`config.mk`:
```
export PLATFORM = sky130hd
export DESIGN_NAME = owdk_pose
export DESIGN_NICKNAME = d
export VERILOG_FILES = /design/src/design/owdk_pkg.sv /design/src/design/owdk_pose.sv
export SDC_FILE = /design/constraint.sdc
export NUM_CORES = 2
export LEC_CHECK = 0
export BUFFER_PORTS_ARGS = -buffer_cell sky130_fd_sc_hd__buf_2
export CORE_MARGIN = 2
export CORE_UTILIZATION = 35
export CTS_CLUSTER_DIAMETER = 60
export DETAILED_ROUTE_END_ITERATION = 12
export PLACE_DENSITY_LB_ADDON = 0.25
export SLEW_MARGIN = 30
export SYNTH_ARGS = -nofsm -noshare
export SYNTH_HDL_FRONTEND = slang
export SYNTH_SLANG_ARGS = --single-unit
```
`constraint.sdc`:
```
create_clock -name clk -period 6.9 [get_ports clk]
set_input_delay 0.345 -clock clk [delete_from_list [all_inputs] [get_ports clk]]
set_output_delay 0.345 -clock clk [all_outputs]
set_load 0.02 [all_outputs]
```
`src/design/owdk_pkg.sv`:
```
// Shared types, pipeline stage map and fixed-point constants for the omni-wheel drive block.
package owdk_pkg;

    localparam int unsigned NUM_WHEELS = 3;

    // Pipeline stage map. Every stage holds one item; the last one is the output register.
    localparam int unsigned LOG_FRAC_BITS = 16;
    localparam int unsigned ST_IN         = 0;
    localparam int unsigned ST_PROD       = 1;
    localparam int unsigned ST_SUM        = 2;
    localparam int unsigned ST_LZ         = 3;
    localparam int unsigned ST_NORM       = 4;
    localparam int unsigned ST_SQ0        = 5;
    localparam int unsigned ST_SQ_LAST    = ST_SQ0 + LOG_FRAC_BITS - 1;
    localparam int unsigned ST_LNMUL      = ST_SQ_LAST + 1;
    localparam int unsigned ST_LNABS      = ST_LNMUL + 1;
    localparam int unsigned ST_KMUL       = ST_LNABS + 1;
    localparam int unsigned ST_OUT        = ST_KMUL + 1;
    localparam int unsigned NUM_STAGES    = ST_OUT + 1;

    typedef logic [NUM_STAGES-1:0] stage_vec_t;

    typedef struct packed {
        logic signed [31:0] heading;
        logic signed [31:0] pos_x;
        logic signed [31:0] pos_y;
    } pose_t;

    // Rim speed coefficients in Q16: -sin(a), cos(a) and the base radius 0.2.
    localparam logic signed [17:0] COEF_VX [NUM_WHEELS] = '{-18'sd32768, -18'sd32768, 18'sd65536};
    localparam logic signed [17:0] COEF_VY [NUM_WHEELS] = '{18'sd56756, -18'sd56756, 18'sd0};
    localparam logic signed [17:0] COEF_W  [NUM_WHEELS] = '{18'sd13107, 18'sd13107, 18'sd13107};

    // Drive calibration in Q16, per wheel and direction.
    localparam logic [22:0] FWD_K [NUM_WHEELS] = '{23'd5215459, 23'd7428009, 23'd6247212};
    localparam logic [25:0] FWD_C [NUM_WHEELS] = '{26'd25783532, 26'd38709940, 26'd19735229};
    localparam logic [22:0] REV_K [NUM_WHEELS] = '{23'd3093882, 23'd4848950, 23'd2556718};
    localparam logic [25:0] REV_C [NUM_WHEELS] = '{26'd13863917, 26'd25361344, 26'd11172383};

    // Natural log: ln2 in Q32 and the Q16 offset ln(45*pi/30) + 16*ln2.
    localparam logic [31:0] LN2_Q32       = 32'd2977044472;
    localparam logic [19:0] LN_OFFSET_Q16 = 20'd828411;

    // Wheel speed = round(|S| / 184320). 184320 = 4096 * 45: a shift, then a
    // reciprocal multiply by ceil(2^27 / 45), exact for quotients of 21-bit values.
    localparam logic [16:0] SPD_ROUND       = 17'd92160;
    localparam int unsigned SPD_SHIFT       = 12;
    localparam logic [21:0] SPD_RECIP       = 22'd2982617;
    localparam int unsigned SPD_RECIP_SHIFT = 27;

    localparam logic [15:0]        WS_POS_LIMIT = 16'd32767;
    localparam logic [15:0]        WS_NEG_LIMIT = 16'd32768;
    localparam logic signed [15:0] WS_MAX       = 16'sh7FFF;
    localparam logic signed [15:0] WS_MIN       = 16'sh8000;
    localparam logic [10:0]        PCT_LIMIT    = 11'd100;

endpackage

```
`src/design/owdk_pose.sv`:
```
// Saturating pose accumulators and the line that carries each item's pose to the output.
module owdk_pose
(
    input  logic                clk,
    input  logic                rst_n,
    input  logic                accept,
    input  logic signed [15:0]  vel_x,
    input  logic signed [15:0]  vel_y,
    input  logic signed [15:0]  turn_rate,
    input  owdk_pkg::stage_vec_t stage_en,
    output owdk_pkg::pose_t     pose
);

    owdk_pkg::pose_t acc_reg;
    owdk_pkg::pose_t acc_next;
    owdk_pkg::pose_t pose_reg [owdk_pkg::ST_PROD:owdk_pkg::ST_OUT];

    function automatic logic signed [31:0] sat_add(input logic signed [31:0] acc,
                                                   input logic signed [15:0] delta);
        logic signed [32:0] sum;
        sum = 33'(acc) + 33'(delta);
        if (sum[32] != sum[31])
        begin
            return sum[32] ? 32'sh80000000 : 32'sh7FFFFFFF;
        end
        return sum[31:0];
    endfunction

    always_comb
    begin
        acc_next.heading = sat_add(acc_reg.heading, turn_rate);
        acc_next.pos_x   = sat_add(acc_reg.pos_x, vel_x);
        acc_next.pos_y   = sat_add(acc_reg.pos_y, vel_y);
    end

    always_ff @(posedge clk or negedge rst_n)
    begin
        if (!rst_n)
        begin
            acc_reg <= '0;
        end
        else if (accept)
        begin
            acc_reg <= acc_next;
        end
    end

    // The accumulators hold the pose after the item in the input stage.
    always_ff @(posedge clk)
    begin
        if (stage_en[owdk_pkg::ST_PROD])
        begin
            pose_reg[owdk_pkg::ST_PROD] <= acc_reg;
        end
        for (int i = owdk_pkg::ST_PROD + 1; i <= owdk_pkg::ST_OUT; i++)
        begin
            if (stage_en[i])
            begin
                pose_reg[i] <= pose_reg[i-1];
            end
        end
    end

    assign pose = pose_reg[owdk_pkg::ST_OUT];

endmodule

```
==> results <==
- The flow ran to the end, and the final reports show no timing, DRC or antenna violations.
- The library cells used most frequently in the layout, excluding fill and tap cells, are sky130_fd_sc_hd__edfxtp_1, sky130_fd_sc_hd__clkbuf_16, sky130_fd_sc_hd__buf_2.
- The signal on the critical path passes through ha_1, inv_1, fa_1, nor2b_1, o31a_1, o211ai_1, a21oi_1, a21o_1, a41oi_1, nor2b_1, a211oi_4, buf_6, o21ai_0, o21ai_0.
- Setup repair after global routing left no endpoint under its margin.
- The number of nets with antenna violations after detailed routing is 0.
- The via density per instance is 4.020.
- The mean instance size in the synthesized netlist is 22.65 um^2.
- The post-cts sizing count is 0.
- The overall track demand over capacity in global routing is 7.883%.
- The number of inserted filler cells in the final layout is between 15000 and 20000.
- In the routed design, unresolved DRC markers number 0.
- The number of nets in the synthesized netlist is 3645.
- The cell area after technology mapping is 78600 um^2.
- The number of max-slew violations in the final report is 0.
- Sequential cells burn between 50% and 60% of the power.
- The clock net in this run drives a total of 2400 sinks.
- The final setup violation count is 0.
- The clock transition at the registers of the reported paths is 0.06 ns.
- The final wirelength is 88.40 mm.
- At the pin with the least slew margin, the transition time is 0.8661 ns.
- The critical path data arrival time is about 4.7 ns.
- The area growth from synthesis to layout is 14.42%.
- Overall power consumption after layout is estimated at 33.18 mW.
- For the worst-skew pair, the clock arrives at the later sink with an insertion delay of 0.82 ns.
- In this run, distinct cell masters in the synthesized netlist total between 60 and 70.
- The most common cell after layout, fill and taps aside is sky130_fd_sc_hd__edfxtp_1.
- For this design the ratio of total power to cell area is between 300 and 400 nW/um^2.
- The cell count after synthesis is 3470.
- At the end of the flow, the number of nets in the layout was 3962.
- The number of synthesized flops with an enable pin is 2304.
- The static power due to leakage is around 30 nW.
- The first-pass GRT wire length is ~150 mm.
- For this run the aggregate overflow at the end of global routing stands at 0.
- The placed wire-length estimate is 54.48 mm.
- The via count of the first global-routing pass is 28676.
- The worst reg2reg path depth is 14.
- Of the total power, the clock network draws 34.6%.
- Net switching is 22.95% of the power.
- The largest incremental delay on the critical path is approximately 0.56 ns.
- TritonCTS built the clock tree.
- Sequential elements use 91.08% of the synthesized area.
- The number of flip-flops in the largest register is 2304.
- The portion of the clock cycle consumed by the worst path in the final layout is 57.32%.
- In this run the worst hold path is classified as primary input to async pin.
- The minimum setup slack in the final design is 2.945 ns.
- The count of buffers inserted at the top-level ports is 170.
- Across the run, the number of max-cap violations was 0.
- Across the VDD grid, the largest voltage drop is 207.4 uV.
- The number of top-level pins is between 150 and 200.
- The effective utilization at floorplan is a little over a third.
- The library cell occupying the most area in the post-synthesis netlist is sky130_fd_sc_hd__edfxtp_1.
- In this run the tightest slew margin relative to its limit is ~42%.
- The first-pass iteration count of the detailed router is 5.
- Hold timing on the final database bottoms out at a slack of 0.09457 ns.
- The setup TNS after final layout is 0 ns.
- For this block, the initial DRC count from the detailed router was 885.
- From left edge to right edge, the die measures 477.9 um.
- For the worst setup path, the data required time is about 7.6 ns.
- Clock skew on the completed layout was measured at ~0.024 ns.
- The final-report hold violation count is 0.
- Combinational logic burns 10.9% of the power.
- The fraction of synthesis flops using an asynchronous set or reset pin is 4.000%.
- The initialized floorplan defines 173 standard-cell rows.
- The worst setup path is launched from a register.
- The fraction of layout instances using a drive strength above 1 is 13.19%.
- For this design the total switching power over the nets is about 7.6 mW.
- Timing would allow up to 252.9 MHz.
- The initial antenna violation count is 5.
- The nature of the critical path endpoint is a register.
- The floorplan die area is around 230000 um^2.
- For this run, the leading register cell type out of synthesis is sky130_fd_sc_hd__edfxtp_1.
- The final route contains 27909 vias.
- The cell with the largest stage delay on the worst path is sky130_fd_sc_hd__a211oi_4.
- The number of clock buffers added by TritonCTS is about 220.
- Clock tree synthesis selected as its root buffer the cell sky130_fd_sc_hd__clkbuf_16.
- The clock period could shrink to between 3 and 4 ns.
- The clock tree synthesis step divided the H-tree into 4 levels.
- Of all nets on the critical path, the largest fanout is 18.
- The clock passes through at most 3 buffers.
- The type of the setup path with the least slack is register to register.
- The utilization after layout is 40.37%.
- Ranked by total cell area, the synthesized netlist is headed by sky130_fd_sc_hd__edfxtp_1, sky130_fd_sc_hd__dfrtp_1, sky130_fd_sc_hd__ha_1.
- The setup slack at placement is 2.848 ns.
- The vertical extent of the die is 477.9 um.
- The pin count of the biggest net entering global routing is between 70 and 80.
- Cell internal power was estimated by the tool at 25.56 mW.
- Counting flops and latches in the post-synthesis netlist gives 2400.
- The core outline area is about 220000 um^2.
- Dividing the detail-routed wire length by the instance count gives 12.73 um.
- The area fraction of the dominant cell type after synthesis is 88.03%.
- Yosys printed 0 warnings.
- The routability congestion estimate from global placement is 0.7975.
-- kinds of logic after synthesis --
| kind of cell | synth area share, % |
|---|---|
| AOI/OAI and AO/OA | 3.289 |
| xor gates and xnor gates | 0.9456 |
| adders and majority gates | 1.605 |
| buffers and inverters | 1.385 |
| DFF | 91.08 |
| muxes | 0.02547 |
| and+or+nand+nor | 1.667 |
-- path summary, 6_finish.rpt --
| path | start | endpoint | slack, ns |
|---|---|---|---|
| min in group clk | vel_x[7] | acc_reg[39] | 0.10 |
| worst max-delay path | acc_reg[64] | acc_reg[82] | 2.95 |
| worst min-delay path | rst_n | acc_reg[4] | 0.09 |
| worst min register to register | pose_reg[0][1165] | pose_reg[0][1261] | 0.40 |
| worst max register to register | acc_reg[64] | acc_reg[82] | 2.95 |
| max in group asynchronous | rst_n | acc_reg[49] | 5.57 |
-- cell usage after synthesis, drive strengths merged (3+ instances only) --
cell     instances
edfxtp        2304
nor2           132
a21oi          131
o21ai          106
buf            101
dfrtp           96
ha              96
nand2           61
a21o            52
inv             50
xnor2           50
clkbuf          40
xor2            34
a311oi          25
nand3           21
a211oi          16
nor2b           14
nor3            14
a31oi           12
and3            12
o211ai          12
nand2b          10
nand4            9
o21bai           8
o21a             6
a31o             4
and2             4
or2              4
a211o            3
and4             3
fa               3
o2111ai          3
o31a             3
o31ai            3
o41ai            3
-- worst max-delay path: cells and delay by family (launching register included) --
kind / cells / cell delay, ns
flip-flops: 1 / 0.38
adder cells (fa/ha/maj): 2 / 0.60
AO/OA/AOI/OAI: 8 / 2.13
buffers and inverters: 2 / 0.32
AND/OR/NAND/NOR: 2 / 0.43
-- stage by stage --
step / cells / area (um^2)
2_1_floorplan: 3470 / 78600
3_3_place_gp: 6505 / 82590
3_5_place_dp: 6506 / 82610
4_1_cts: 6941 / 89920
5_1_grt: 6942 / 89930
6_report: 6943 / 89930
-- layer usage --
| metal | share of wire (%) | track usage (%) | wire, um |
|---|---|---|---|
| met1 | 45 | 10.23 | 40070 |
| met2 | 47 | 12.30 | 41410 |
| met3 | 4.5 | 2.232 | 3990 |
| met4 | 3.3 | 3.602 | 2884 |
| met5 | 0.050 | 0 | 44 |
-- power groups by stage --
stage	sequential [mW]	combinational, mW	clock [mW]
floorplan	18.1	2.69	0
global placement	18.4	3.62	0
detailed placement	18.4	3.63	0
CTS	18.1	3.66	12.0
global route	18.2	4.09	12.5
finish	18.1	3.63	11.5
-- area by class of cell --
type	instances	area (um^2)	area share (%)
repair buffers	234	1480	1.646
well taps	2975	3722	4.139
clock inverters	119	1082	1.203
clock buffers	284	5914	6.577
inverters	50	187.7	0.2087
diodes	2	5.005	0.005565
multi-input cells	879	5948	6.614
flip-flops and latches	2400	71590	79.61
-- repair_timing --
action | in CTS | in global routing
hold buffers | 32 | 0
setup buffers | 0 | 0
hold endpoints to repair | 731 | 0
(Power assumes the default switching activity.)
